[config.mk]
export PLATFORM = sky130hd
export DESIGN_NAME = circle_rasterizer_core_flat
export DESIGN_NICKNAME = d
export VERILOG_FILES = /design/src/sv/crz_pkg.sv /design/src/sv/crz_if.sv /design/src/sv/crz_walk.sv /design/src/sv/crz_emit.sv /design/src/sv/circle_rasterizer_core.sv /design/src/flat_wrapper.sv
export SDC_FILE = /design/constraint.sdc
export NUM_CORES = 1
export LEC_CHECK = 0
export ABC_AREA = 1
export BUFFER_PORTS_ARGS = -buffer_cell sky130_fd_sc_hd__buf_4
export CORE_UTILIZATION = 35
export DETAILED_ROUTE_END_ITERATION = 10
export GPL_TIMING_DRIVEN = 0
export HOLD_SLACK_MARGIN = 0.15
export PLACE_DENSITY = 0.47
export SLEW_MARGIN = 15
export SYNTH_ARGS = -nofsm -noshare
export SYNTH_HDL_FRONTEND = slang
export SYNTH_SLANG_ARGS = --single-unit
export TNS_END_PERCENT = 20
[constraint.sdc]
create_clock -name clk -period 6.5 [get_ports clk]
set_input_delay 1.3 -clock clk [delete_from_list [all_inputs] [get_ports clk]]
set_output_delay 1.3 -clock clk [all_outputs]
set_load 0.05 [all_outputs]
[src/sv/crz_pkg.sv]
// Shared types and constants for the circle rasterizer.
// No dependencies; every other file of the block imports this package.

package crz_pkg;

	localparam int COORD_W  = 16;
	localparam int RADIUS_W = 15;
	localparam int DEC_W    = 20;
	localparam int COLOR_W  = 16;
	localparam int CFG_IDX_W = 2;
	localparam int OCT_W    = 3;

	// Decision-term constants of the midpoint walk.
	localparam logic signed [DEC_W-1:0] DEC_INIT    = 20'sd3;
	localparam logic signed [DEC_W-1:0] DEC_INC_IN  = 20'sd6;
	localparam logic signed [DEC_W-1:0] DEC_INC_OUT = 20'sd10;

	localparam logic [COORD_W-1:0] SCREEN_WIDTH_RST  = 16'd240;
	localparam logic [COORD_W-1:0] SCREEN_HEIGHT_RST = 16'd320;
	localparam logic [COLOR_W-1:0] DRAW_COLOR_RST    = 16'd0;

	typedef enum logic {
		OP_START = 1'b0,
		OP_STEP  = 1'b1
	} op_t;

	typedef enum logic [CFG_IDX_W-1:0] {
		CFG_SCREEN_WIDTH  = 2'd0,
		CFG_SCREEN_HEIGHT = 2'd1,
		CFG_DRAW_COLOR    = 2'd2
	} cfg_idx_t;

	typedef enum logic [OCT_W-1:0] {
		OCT_0 = 3'd0,
		OCT_1 = 3'd1,
		OCT_2 = 3'd2,
		OCT_3 = 3'd3,
		OCT_4 = 3'd4,
		OCT_5 = 3'd5,
		OCT_6 = 3'd6,
		OCT_7 = 3'd7
	} oct_t;

	// One point of the walk: centre, the two offsets and the final mark.
	typedef struct packed {
		logic [COORD_W-1:0] cx;
		logic [COORD_W-1:0] cy;
		logic [COORD_W-1:0] ox;
		logic [COORD_W-1:0] oc;
		logic               fin;
	} point_t;

	// Live configuration seen by the pixel stage.
	typedef struct packed {
		logic [COORD_W-1:0] width;
		logic [COORD_W-1:0] height;
		logic [COLOR_W-1:0] color;
	} cfg_t;

endpackage

[src/sv/crz_if.sv]
// Valid/ready channel interfaces of the circle rasterizer: command in, pixel out.
// Depends on crz_pkg for field widths.

interface crz_cmd_if;
	import crz_pkg::*;

	logic                valid;
	logic                ready;
	logic                op;
	logic [COORD_W-1:0]  center_x;
	logic [COORD_W-1:0]  center_y;
	logic [RADIUS_W-1:0] radius;
	logic                filled;

	modport source (output valid, op, center_x, center_y, radius, filled, input ready);
	modport sink   (input valid, op, center_x, center_y, radius, filled, output ready);
endinterface

interface crz_pix_if;
	import crz_pkg::*;

	logic               valid;
	logic               ready;
	logic [COORD_W-1:0] pixel_x;
	logic [COORD_W-1:0] pixel_y;
	logic               visible;
	logic [COLOR_W-1:0] color;
	logic               last;

	modport source (output valid, pixel_x, pixel_y, visible, color, last, input ready);
	modport sink   (input valid, pixel_x, pixel_y, visible, color, last, output ready);
endinterface

[src/sv/crz_walk.sv]
// Midpoint circle state: loads a circle on start and advances one point or
// span position per step transfer. Depends on crz_pkg.

module crz_walk (
	input  logic                          clk,
	input  logic                          arst_n,
	input  logic                          fire,
	input  logic                          op,
	input  logic [crz_pkg::COORD_W-1:0]   center_x,
	input  logic [crz_pkg::COORD_W-1:0]   center_y,
	input  logic [crz_pkg::RADIUS_W-1:0]  radius,
	input  logic                          filled,
	output logic                          pt_load,
	output crz_pkg::point_t               pt
);
	import crz_pkg::*;

	logic                    active_q;
	logic                    fill_q;
	logic [COORD_W-1:0]      origin_x_q;
	logic [COORD_W-1:0]      origin_y_q;
	logic [COORD_W-1:0]      step_x_q;
	logic [COORD_W-1:0]      step_y_q;
	logic [COORD_W-1:0]      span_q;
	logic signed [DEC_W-1:0] dec_q;

	logic [COORD_W:0]        nspan;
	logic                    adv;
	logic signed [DEC_W-1:0] inc_in;
	logic signed [DEC_W-1:0] inc_out;
	logic signed [DEC_W-1:0] dec_nx;
	logic                    y_dec;
	logic [COORD_W:0]        nx;
	logic [COORD_W:0]        ny;
	logic                    fin;
	logic                    is_step;

	assign is_step = (op_t'(op) == OP_STEP);
	assign nspan   = {1'b0, span_q} + 17'd1;
	assign adv     = fill_q ? (nspan > {1'b0, step_y_q}) : 1'b1;

	// 4x + 6 and 4(x - y) + 10; the true values fit comfortably in 20 bits.
	assign inc_in  = $signed({2'b00, step_x_q, 2'b00}) + DEC_INC_IN;
	assign inc_out = $signed(({4'b0000, step_x_q} - {4'b0000, step_y_q}) << 2) + DEC_INC_OUT;
	assign y_dec   = !dec_q[DEC_W-1];
	assign dec_nx  = dec_q + (y_dec ? inc_out : inc_in);

	// Signed 17-bit compare so that y dropping below zero finishes the circle.
	assign nx  = {1'b0, step_x_q} + 17'd1;
	assign ny  = {1'b0, step_y_q} - {16'd0, y_dec};
	assign fin = adv && ($signed(nx) > $signed(ny));

	assign pt_load = fire && is_step && active_q;
	assign pt.cx   = origin_x_q;
	assign pt.cy   = origin_y_q;
	assign pt.ox   = step_x_q;
	assign pt.oc   = fill_q ? span_q : step_y_q;
	assign pt.fin  = fin;

	always_ff @(posedge clk or negedge arst_n) begin
		if (!arst_n) begin
			active_q   <= 1'b0;
			fill_q     <= 1'b0;
			origin_x_q <= '0;
			origin_y_q <= '0;
			step_x_q   <= '0;
			step_y_q   <= '0;
			span_q     <= '0;
			dec_q      <= '0;
		end else if (fire && !is_step) begin
			active_q   <= 1'b1;
			fill_q     <= filled;
			origin_x_q <= center_x;
			origin_y_q <= center_y;
			step_x_q   <= '0;
			step_y_q   <= {1'b0, radius};
			span_q     <= '0;
			dec_q      <= DEC_INIT - $signed({4'b0000, radius, 1'b0});
		end else if (pt_load) begin
			if (adv) begin
				dec_q    <= dec_nx;
				step_x_q <= nx[COORD_W-1:0];
				step_y_q <= ny[COORD_W-1:0];
				span_q   <= nx[COORD_W-1:0];
			end else begin
				span_q   <= nspan[COORD_W-1:0];
			end
			if (fin) begin
				active_q <= 1'b0;
			end
		end
	end

endmodule

[src/sv/crz_emit.sv]
// Holds one walk point and sends its eight symmetric pixels, one per cycle while
// the output is not stalled, through an output register. Depends on crz_pkg.

module crz_emit (
	input  logic                          clk,
	input  logic                          arst_n,
	input  logic                          pt_load,
	input  crz_pkg::point_t               pt,
	input  crz_pkg::cfg_t                 cfg,
	output logic                          take,
	output logic                          out_valid,
	input  logic                          out_ready,
	output logic [crz_pkg::COORD_W-1:0]   pixel_x,
	output logic [crz_pkg::COORD_W-1:0]   pixel_y,
	output logic                          visible,
	output logic [crz_pkg::COLOR_W-1:0]   color,
	output logic                          last
);
	import crz_pkg::*;

	point_t             pt_q;
	logic               pv_q;
	logic [OCT_W-1:0]   idx_q;
	logic               ov_q;
	logic [COORD_W-1:0] px_q;
	logic [COORD_W-1:0] py_q;
	logic               vis_q;
	logic [COLOR_W-1:0] col_q;
	logic               last_q;

	logic               adv_out;
	logic               send;
	logic               done;
	logic [COORD_W-1:0] xo;
	logic [COORD_W-1:0] yo;
	logic               xneg;
	logic               yneg;
	logic [COORD_W-1:0] px;
	logic [COORD_W-1:0] py;

	assign adv_out = !ov_q || out_ready;
	assign send    = adv_out && pv_q;
	assign done    = send && (oct_t'(idx_q) == OCT_7);
	assign take    = !pv_q || done;

	// Pick offsets and signs for the current octant.
	always_comb begin
		xo = pt_q.ox; yo = pt_q.oc; xneg = 1'b0; yneg = 1'b0;
		case (oct_t'(idx_q))
			OCT_0: begin xo = pt_q.ox; yo = pt_q.oc; xneg = 1'b0; yneg = 1'b0; end
			OCT_1: begin xo = pt_q.ox; yo = pt_q.oc; xneg = 1'b1; yneg = 1'b0; end
			OCT_2: begin xo = pt_q.oc; yo = pt_q.ox; xneg = 1'b1; yneg = 1'b0; end
			OCT_3: begin xo = pt_q.oc; yo = pt_q.ox; xneg = 1'b1; yneg = 1'b1; end
			OCT_4: begin xo = pt_q.ox; yo = pt_q.oc; xneg = 1'b1; yneg = 1'b1; end
			OCT_5: begin xo = pt_q.ox; yo = pt_q.oc; xneg = 1'b0; yneg = 1'b1; end
			OCT_6: begin xo = pt_q.oc; yo = pt_q.ox; xneg = 1'b0; yneg = 1'b1; end
			OCT_7: begin xo = pt_q.oc; yo = pt_q.ox; xneg = 1'b0; yneg = 1'b0; end
			default: begin xo = pt_q.ox; yo = pt_q.oc; xneg = 1'b0; yneg = 1'b0; end
		endcase
	end

	assign px = xneg ? (pt_q.cx - xo) : (pt_q.cx + xo);
	assign py = yneg ? (pt_q.cy - yo) : (pt_q.cy + yo);

	always_ff @(posedge clk or negedge arst_n) begin
		if (!arst_n) begin
			pv_q  <= 1'b0;
			idx_q <= '0;
			ov_q  <= 1'b0;
		end else begin
			if (pt_load) begin
				pv_q  <= 1'b1;
				idx_q <= '0;
			end else if (send) begin
				idx_q <= idx_q + 3'd1;
				if (done) begin
					pv_q <= 1'b0;
				end
			end
			if (adv_out) begin
				ov_q <= pv_q;
			end
		end
	end

	always_ff @(posedge clk) begin
		if (pt_load) begin
			pt_q <= pt;
		end
		if (send) begin
			px_q   <= px;
			py_q   <= py;
			vis_q  <= (px < cfg.width) && (py < cfg.height);
			col_q  <= cfg.color;
			last_q <= pt_q.fin && (oct_t'(idx_q) == OCT_7);
		end
	end

	assign out_valid = ov_q;
	assign pixel_x   = px_q;
	assign pixel_y   = py_q;
	assign visible   = vis_q;
	assign color     = col_q;
	assign last      = last_q;

endmodule

[src/sv/circle_rasterizer_core.sv]
// Top level of the midpoint circle rasterizer: configuration registers,
// the circle walk and the pixel emitter. Depends on crz_pkg, crz_if, crz_walk, crz_emit.
//
//   channel | role   | transfer carries
//   --------+--------+-----------------------------------------------------
//   cmd     | sink   | op, center_x, center_y, radius, filled
//   pix     | source | pixel_x, pixel_y, visible, color, last
//   cfg     | write  | cfg_we, cfg_index, cfg_wdata (width, height, color)
//
// A start transfer loads a new circle and yields no pixel; a step transfer while
// a circle is active yields eight pixels, one per cycle while the output is not
// stalled, so a steady stream of steps is limited by the single pixel output
// port. The step after a point is taken in the cycle its eighth pixel enters
// the output register. Output stalls back up through the point buffer to
// cmd.ready. Reset clears the walk state and restores the screen defaults of
// 240 by 320 with color zero.

module circle_rasterizer_core (
	input  logic                          clk,
	input  logic                          arst_n,
	input  logic                          cfg_we,
	input  logic [crz_pkg::CFG_IDX_W-1:0] cfg_index,
	input  logic [crz_pkg::COORD_W-1:0]   cfg_wdata,
	crz_cmd_if.sink                       cmd,
	crz_pix_if.source                     pix
);
	import crz_pkg::*;

	cfg_t   cfg_q;
	logic   cmd_fire;
	logic   take;
	logic   pt_load;
	point_t pt;

	// Configuration registers; an index past the list is dropped.
	always_ff @(posedge clk or negedge arst_n) begin
		if (!arst_n) begin
			cfg_q.width  <= SCREEN_WIDTH_RST;
			cfg_q.height <= SCREEN_HEIGHT_RST;
			cfg_q.color  <= DRAW_COLOR_RST;
		end else if (cfg_we) begin
			case (cfg_idx_t'(cfg_index))
				CFG_SCREEN_WIDTH:  cfg_q.width  <= cfg_wdata;
				CFG_SCREEN_HEIGHT: cfg_q.height <= cfg_wdata;
				CFG_DRAW_COLOR:    cfg_q.color  <= cfg_wdata;
				default: begin
				end
			endcase
		end
	end

	// Commands are taken whenever the point buffer is free or about to be.
	assign cmd.ready = take;
	assign cmd_fire  = cmd.valid && take;

	crz_walk u_walk (
		.clk      (clk),
		.arst_n   (arst_n),
		.fire     (cmd_fire),
		.op       (cmd.op),
		.center_x (cmd.center_x),
		.center_y (cmd.center_y),
		.radius   (cmd.radius),
		.filled   (cmd.filled),
		.pt_load  (pt_load),
		.pt       (pt)
	);

	crz_emit u_emit (
		.clk       (clk),
		.arst_n    (arst_n),
		.pt_load   (pt_load),
		.pt        (pt),
		.cfg       (cfg_q),
		.take      (take),
		.out_valid (pix.valid),
		.out_ready (pix.ready),
		.pixel_x   (pix.pixel_x),
		.pixel_y   (pix.pixel_y),
		.visible   (pix.visible),
		.color     (pix.color),
		.last      (pix.last)
	);

endmodule
[src/flat_wrapper.sv]
// flat-port wrapper written by rule: the top's interface ports become plain ports
module circle_rasterizer_core_flat import crz_pkg::*;
  (clk, arst_n, cfg_we, cfg_index, cfg_wdata, cmd_valid, cmd_op, cmd_center_x, cmd_center_y, cmd_radius, cmd_filled, cmd_ready, pix_valid, pix_pixel_x, pix_pixel_y, pix_visible, pix_color, pix_last, pix_ready);
  crz_cmd_if cmd_i ();
  crz_pix_if pix_i ();
  input  logic clk;
  input  logic arst_n;
  input  logic cfg_we;
  input  logic [crz_pkg::CFG_IDX_W-1:0] cfg_index;
  input  logic [crz_pkg::COORD_W-1:0] cfg_wdata;
  input wire logic [$bits(cmd_i.valid)-1:0] cmd_valid;
  input wire logic [$bits(cmd_i.op)-1:0] cmd_op;
  input wire logic [$bits(cmd_i.center_x)-1:0] cmd_center_x;
  input wire logic [$bits(cmd_i.center_y)-1:0] cmd_center_y;
  input wire logic [$bits(cmd_i.radius)-1:0] cmd_radius;
  input wire logic [$bits(cmd_i.filled)-1:0] cmd_filled;
  output wire logic [$bits(cmd_i.ready)-1:0] cmd_ready;
  output wire logic [$bits(pix_i.valid)-1:0] pix_valid;
  output wire logic [$bits(pix_i.pixel_x)-1:0] pix_pixel_x;
  output wire logic [$bits(pix_i.pixel_y)-1:0] pix_pixel_y;
  output wire logic [$bits(pix_i.visible)-1:0] pix_visible;
  output wire logic [$bits(pix_i.color)-1:0] pix_color;
  output wire logic [$bits(pix_i.last)-1:0] pix_last;
  input wire logic [$bits(pix_i.ready)-1:0] pix_ready;
  assign cmd_i.valid = cmd_valid;
  assign cmd_i.op = cmd_op;
  assign cmd_i.center_x = cmd_center_x;
  assign cmd_i.center_y = cmd_center_y;
  assign cmd_i.radius = cmd_radius;
  assign cmd_i.filled = cmd_filled;
  assign cmd_ready = cmd_i.ready;
  assign pix_valid = pix_i.valid;
  assign pix_pixel_x = pix_i.pixel_x;
  assign pix_pixel_y = pix_i.pixel_y;
  assign pix_visible = pix_i.visible;
  assign pix_color = pix_i.color;
  assign pix_last = pix_i.last;
  assign pix_i.ready = pix_ready;
  circle_rasterizer_core u_core (.clk(clk), .arst_n(arst_n), .cfg_we(cfg_we), .cfg_index(cfg_index), .cfg_wdata(cfg_wdata), .cmd(cmd_i), .pix(pix_i));
endmodule
==> Word-level counts from Yosys, hierarchy flattened <==
Cells that the tools add are included.
{ "op_classes": {"add_sub_neg": 13, "mul": 0, "div_mod_pow": 0, "n_lt_le_gt_ge": 4, "eq_ne": 9, "shift": 0, "muxes": 29, "bitwise_logic": 0, "reduce_logical": 34} }
{ "op_table": {"columns": ["operator", "n"], "rows": [
  ["two-way mux 16 bit", 12],
  ["two-way mux 20 bit", 4],
  ["one-hot mux 16 bit (2 select lines)", 2],
  ["adder 16 x 1 -> 17 bit (second input constant)", 2],
  ["adder 16 bit", 2],
  ["less-than comparator 16 bit", 2],
  ["subtractor 16 bit", 2],
  ["OR reduction 4 bit", 6],
  ["adder 19 x 5 -> 20 bit (second input constant)", 1],
  ["adder 20 bit", 1],
  ["adder 18 x 3 -> 19 bit (second input constant)", 1],
  ["greater-than comparator 17 x 16 -> 1 bit", 1],
  ["greater-than comparator 17 bit", 1],
  ["subtractor 16 x 1 -> 17 bit", 1],
  ["subtractor 16 x 16 -> 17 bit", 1],
  ["subtractor 2 x 16 -> 17 bit (first input constant)", 1],
  ["equality test 3 bit (second input constant)", 4],
  ["AND reduction 2 bit", 6],
  ["nonzero test 2 bit", 5],
  ["logical AND 1 bit", 9],
  ["two-way mux 1 bit", 7],
  ["equality test 3 x 2 -> 1 bit (second input constant)", 2],
  ["two-way mux 3 bit", 2],
  ["zero test 1 bit", 4],
  ["8 further kinds", 10]
]} }
{ "word_totals": {"reg_bits": 270, "latchBits": 0, "mem_bits_rw": 0, "rom_bits": 0, "in_bits": 72, "out_inout_bits": 52, "elab_cells": 113, "n_memories": 0} }

==> Depth between registers and ports, before layout <==
{ "logic_depth": {"depth_word": 10, "depth_mapped": 31, "mapped_depth_nobuf": 30} }

==> Modules after synthesis <==
A second synthesis with hierarchy kept.
{ "hier_totals": {"cells_unflattened": 2349, "hier_area_um2": 18395.1} }
{ "by_module_without_submodules": {"columns": ["module", "instances", "cells_per_inst", "area_each_um2", "seq_area_each_um2"], "rows": [
  ["crz_walk", 1, 1325, 8784.7, 2527.4],
  ["crz_emit", 1, 808, 7551.0, 3578.4],
  ["circle_rasterizer_core", 1, 216, 2059.5, 1208.7]
]} }

==> Worst setup path after synthesis <==
OpenSTA, ideal clock, no wires.
{ "synth_timing": {"path_type": "input -> register", "startpoint": "in pix_ready", "endpoint": "reg u_core.u_walk.step_y_q[10]", "arrival_time_ps": 4581, "required_ps": 6370, "slack_ps": 1789, "stages": 12, "n_path_buf": 1, "path_cell_list": "inv_1 -> nand2_1 -> nand2_1 -> nand2_1 -> nand4_2 -> inv_1 -> nor2_1 -> inv_1 -> nand2_2 -> inv_2 -> clkbuf_1 -> o21ai_1"} }
{ "synth_via": {"elab_chain_len": 9} }
{ "synth_lines": {"columns": ["item", "line_no", "text"], "rows": [
  ["from (decl)", "flat_wrapper.sv:24", "input wire logic [$bits(pix_i.ready)-1:0] pix_ready;"],
  ["logical OR 1 bit", "crz_emit.sv:41", "assign adv_out = !ov_q || out_ready;"],
  ["logical AND 1 bit", "crz_emit.sv:42", "assign send = adv_out && pv_q;"],
  ["logical AND 1 bit", "crz_emit.sv:43", "assign done = send && (oct_t'(idx_q) == OCT_7);"],
  ["logical OR 1 bit", "crz_emit.sv:44", "assign take = !pv_q || done;"],
  ["net cmd_ready", "flat_wrapper.sv:17", "output wire logic [$bits(cmd_i.ready)-1:0] cmd_ready;"],
  ["logical AND 1 bit", "circle_rasterizer_core.sv:54", "assign cmd_fire = cmd.valid && take;"],
  ["logical AND 1 bit (2 in series)", "crz_walk.sv:53", "assign pt_load = fire && is_step && active_q;"],
  ["net u_core.pt_load", "circle_rasterizer_core.sv:32", "logic pt_load;"],
  ["nonzero test 2 bit (no line)", null, null],
  ["AND reduction 2 bit (no line)", null, null],
  ["to (signal assigned)", "crz_walk.sv:76", "step_y_q <= {1'b0, radius};"],
  ["to (signal assigned)", "crz_walk.sv:83", "step_y_q <= ny[COORD_W-1:0];"],
  ["to (decl)", "crz_walk.sv:23", "logic [COORD_W-1:0] step_y_q;"]
]} }
The timed path passes the listed nets, and every way through them passes these cells.
A chain may end at the register's enable or synchronous reset.

==> Worst setup path after layout <==
{ "layout_timing": {"startpoint": "reg u_core.u_emit.idx_q[0]", "endpoint": "reg u_core.u_emit.vis_q (netlist: u_core.u_emit.visible) (data pin)"} }
{ "layout_via": {"elab_chain_len": 7} }
{ "layout_lines": {"columns": ["item", "line_no", "text"], "rows": [
  ["from (decl)", "crz_emit.sv:23", "logic [OCT_W-1:0] idx_q;"],
  ["from (signal assigned)", "crz_emit.sv:75", "idx_q <= idx_q + 3'd1;"],
  ["equality test 3 bit (tied with other cells)", "crz_emit.sv:49", "case (oct_t'(idx_q))"],
  ["OR reduction 4 bit (no line)", null, null],
  ["one-hot mux 16 bit (2 select lines)", "crz_emit.sv:49", null],
  ["adder 16 bit / subtractor 16 bit (equally long branches)", "crz_emit.sv:62", "assign px = xneg ? (pt_q.cx - xo) : (pt_q.cx + xo);"],
  ["two-way mux 16 bit *", "crz_emit.sv:62", null],
  ["net u_core.u_emit.px[10]", "crz_emit.sv:38", "logic [COORD_W-1:0] px;"],
  ["less-than comparator 16 bit *", "crz_emit.sv:93", "vis_q <= (px < cfg.width) && (py < cfg.height);"],
  ["logical AND 1 bit *", "crz_emit.sv:93", null],
  ["to (signal assigned)", "crz_emit.sv:93", null],
  ["to (decl)", "crz_emit.sv:27", "logic vis_q;"]
]} }
Mark *: on every way through the listed nets, which the timed path passes. The rest lies on a longest branch.

==> summary.md <==
| Metric | Value |
|---|---|
| Most frequent cell after synthesis | nand2_1 |
| Post-Syn Nets | 2429 |
| Status | finished, final reports clean |
| CTS tree | done |
| Critical path class | flop to flop |
| Layout net count | 2589 |
| Hold_buf cts | 0 |
| Detailed Routing Iterations Pass 1 | 6 |
| Slew headroom | 0.320 |
| FMAX | 178 MHz |
| Post-synth ARST share | 0.572 |
| Post-synth cell types | 54 |
| CORE AREA | 0.0493 sq mm |
| Mapped cell area | 0.0176 sq mm |
| CTS Root Cell | clkbuf_16 |
| DRC viols | 0 |
| Setup TNS Final | 0 ns |
| Worst skew pair latency | 0.60 ns |
| Count of warnings emitted by yosys | 0 |
| WL met2 | 27200 um |
| Routed wire length | 53300 um |
| Io pins | 124 |
| Vias | 15000 |
| Skew final | 0.0221 ns |
| CTS sink cnt | 269 |
| Final min period | 5.62 ns |
| Area grow syn2layout | 16.4% |
| Setup violators final | 0 |
| Vias in the first global route | 15100 |
| Antenna violations before repair | 0 |
| Avg Cell Area, Syn | 7.99 sq um |
| Seq/Total Area, Yosys | 0.416 |
| GP Congestion | 0.903 |
| Leading area contributor after synthesis | dfrtp_1 |
| CTS buffer count | 31 |
| CTS H-tree depth | 1 |
| Hpwl dp | 43600 um |
| Uppermost routed layer | met4 |
| Fin crit share | 0.864 |
| Crit Path Max Fanout | 10 |
| Ratio of cells with drive above 1 in the final layout | 0.100 |
| Post-route ant nets | 0 |
| Max Cap Viol | 0 |
| Die Span Y | 226 um |
| WL per Instance | 17.5 um |
| Clock transition at path regs | 0.06 ns |
| Synth Instances | 2204 |
| Iteration-0 DRC Markers | 793 |
| Number of gates resized after cts | 0 |
| CP Data Required Time | 6.88 ns |
| Pin count of the biggest net entering global routing | 60 |
| Total die area | 0.0512 sq mm |
| Most common flop cell mapped by yosys | dfrtp_1 |
| Fin. Hold Viols | 0 |
| Port Buffers | 123 |
| Most frequent cells after synthesis | nand2_1, inv_1, o21ai_0 |
| Setup bufs post-CTS | 0 |
| Clock Path Buffers | 3 |
| Num rows | 81 |
| Overall Global Routing Usage | 0.211 |
| Global route overflow | 0 |
| Seq cells post-synth | 269 |
| Post-synth top area share | 0.210 |
| Met3 wire len | 2010 um |
| Worst Hold Class | flop to flop |
| CP Capture Type | flop |
| ANT cells | 0 |
| Global-route wire length before repair | 82100 um |
| Met1 wire length | 22100 um |
| Vias per inst | 4.92 |
| RSZ-0062 raised after global routing | false |
| Startpoint type of the worst setup path | flop |
| Worst-margin pin slew | 1.02 ns |
| Die W | 226 um |
| EDFF count, synth | 115 |
| Initial Util | 0.357 |
| Largest cells by area after synthesis | dfrtp_1, edfxtp_1, nand2_1, ha_1, inv_1 |
| Max-slew violation count | 0 |
| Number of fill cells in the layout | 5172 |
| Critical path data arrival time | 6.00 ns |
-- path summary, 6_finish.rpt --
check	slack, ns	from	endpoint	depth (start not counted)
worst min register to register	0.44	u_core.u_walk.origin_x_q[6]	u_core.u_emit.pt_q[55]	0
min in group asynchronous	0.62	arst_n	u_core.u_walk.origin_y_q[9]	1
worst max-delay path	0.88	u_core.u_emit.idx_q[0]	u_core.u_emit.visible	22
max in group asynchronous	4.91	arst_n	u_core.u_walk.step_x_q[12]	3
worst max register to register	0.88	u_core.u_emit.idx_q[0]	u_core.u_emit.visible	22
worst min-delay path	0.44	u_core.u_walk.origin_x_q[6]	u_core.u_emit.pt_q[55]	0
-- kinds of logic after synthesis --
family,share of synthesized area
adders and majority gates,0.110
xor gates and xnor gates,0.0537
AOI/OAI and AO/OA,0.120
buffers and inverters,0.0822
DFF,0.416
and+or+nand+nor,0.218
-- registers in the layout (all words and copies together), names as in the netlist, 3 cells and up --
name                      count
u_core.u_emit.pt_q           65
u_core.u_emit.idx_q           3
u_core.u_emit.pixel_y        16
u_core.u_emit.pixel_x        16
u_core.u_walk.span_q         16
u_core.u_walk.origin_y_q     16
u_core.u_emit.color          16
u_core.u_walk.step_y_q       16
u_core.cfg_q                 48
u_core.u_walk.origin_x_q     16
u_core.u_walk.dec_q          19
u_core.u_walk.step_x_q       16
-- cell type report --
type / instances / area [sq um] / share of cell area
Tap cell: 664 / 831 / 0.0405
Buffer: 49 / 246 / 0.0120
Multi-Input combinational cell: 1566 / 8840 / 0.431
Timing Repair Buffer: 127 / 1030 / 0.0504
Clock inverter: 12 / 140 / 0.00684
Inverter: 320 / 1200 / 0.0587
Sequential cell: 269 / 7310 / 0.357
Clock buffer: 46 / 883 / 0.0431
-- per-stage QoR --
step | cells | hold slack (ns) | instance area (sq um) | util | setup WS (ns)
final | 3053 | 0.442 | 20500 | 0.416 | 0.884
after global routing | 3053 | 0.452 | 20500 | 0.416 | 0.325
after CTS | 3053 | 0.445 | 20500 | 0.416 | 0.724
after detailed placement | 2995 | 0.431 | 19500 | 0.395 | 0.752
after global placement | 2991 | 0.430 | 19400 | 0.393 | 0.0262
after floorplan | 2204 | 0.425 | 17600 | - | 1.79
-- cells in the final DEF (no fill, tap or decap), types with 5 or more instances in the layout --
| master | count |
|---|---|
| clkbuf_16 | 32 |
| clkbuf_1 | 40 |
| a21o_1 | 6 |
| a21oi_2 | 5 |
| o21ai_2 | 6 |
| a31oi_1 | 13 |
| nor2_2 | 6 |
| nor3_1 | 27 |
| a21oi_1 | 102 |
| nand4_1 | 25 |
| nand2_1 | 632 |
| xor2_1 | 79 |
| o22ai_1 | 5 |
| xnor2_1 | 27 |
| o21bai_1 | 9 |
| buf_4 | 125 |
| inv_2 | 5 |
| nor4_1 | 7 |
| and2_1 | 5 |
| inv_1 | 313 |
| buf_2 | 8 |
| nand2_2 | 8 |
| dfrtp_1 | 148 |
| nor2_1 | 117 |
| o21ai_1 | 32 |
| edfxtp_1 | 115 |
| o21ai_0 | 170 |
| dfstp_2 | 6 |
| o211ai_1 | 16 |
| nand3_1 | 80 |
| ha_1 | 149 |
-- worst max-delay path: stages (launching register included) --
cell and delay, ns:
dfrtp_1 0.42, inv_1 0.14, ha_1 0.19, nor2_1 0.06
a21oi_1 0.80, inv_1 0.19, clkbuf_1 0.29, o21ai_0 0.32
inv_1 0.10, fa_1 0.43, nand3b_1 0.18, nand2_1 0.11
a21boi_0 0.20, o21ai_0 0.31, a21oi_1 0.11, o21bai_1 0.22
xor2_1 0.28, ha_1 0.28, nand2_1 0.07, o21ai_0 0.09
a31oi_1 0.15, o21bai_1 0.16, nor3_1 0.29
-- routing by layer --
metal / track usage / vias up
met2: 0.394 / 322
met3: 0.0215 / 104
met4: 0.0791 / 0
li1: - / 7535
met5: 0 / -
met1: 0.247 / 7046
Power is not shown: default switching activity piles up to over one toggle a cycle in this logic, so the estimate is an artifact.
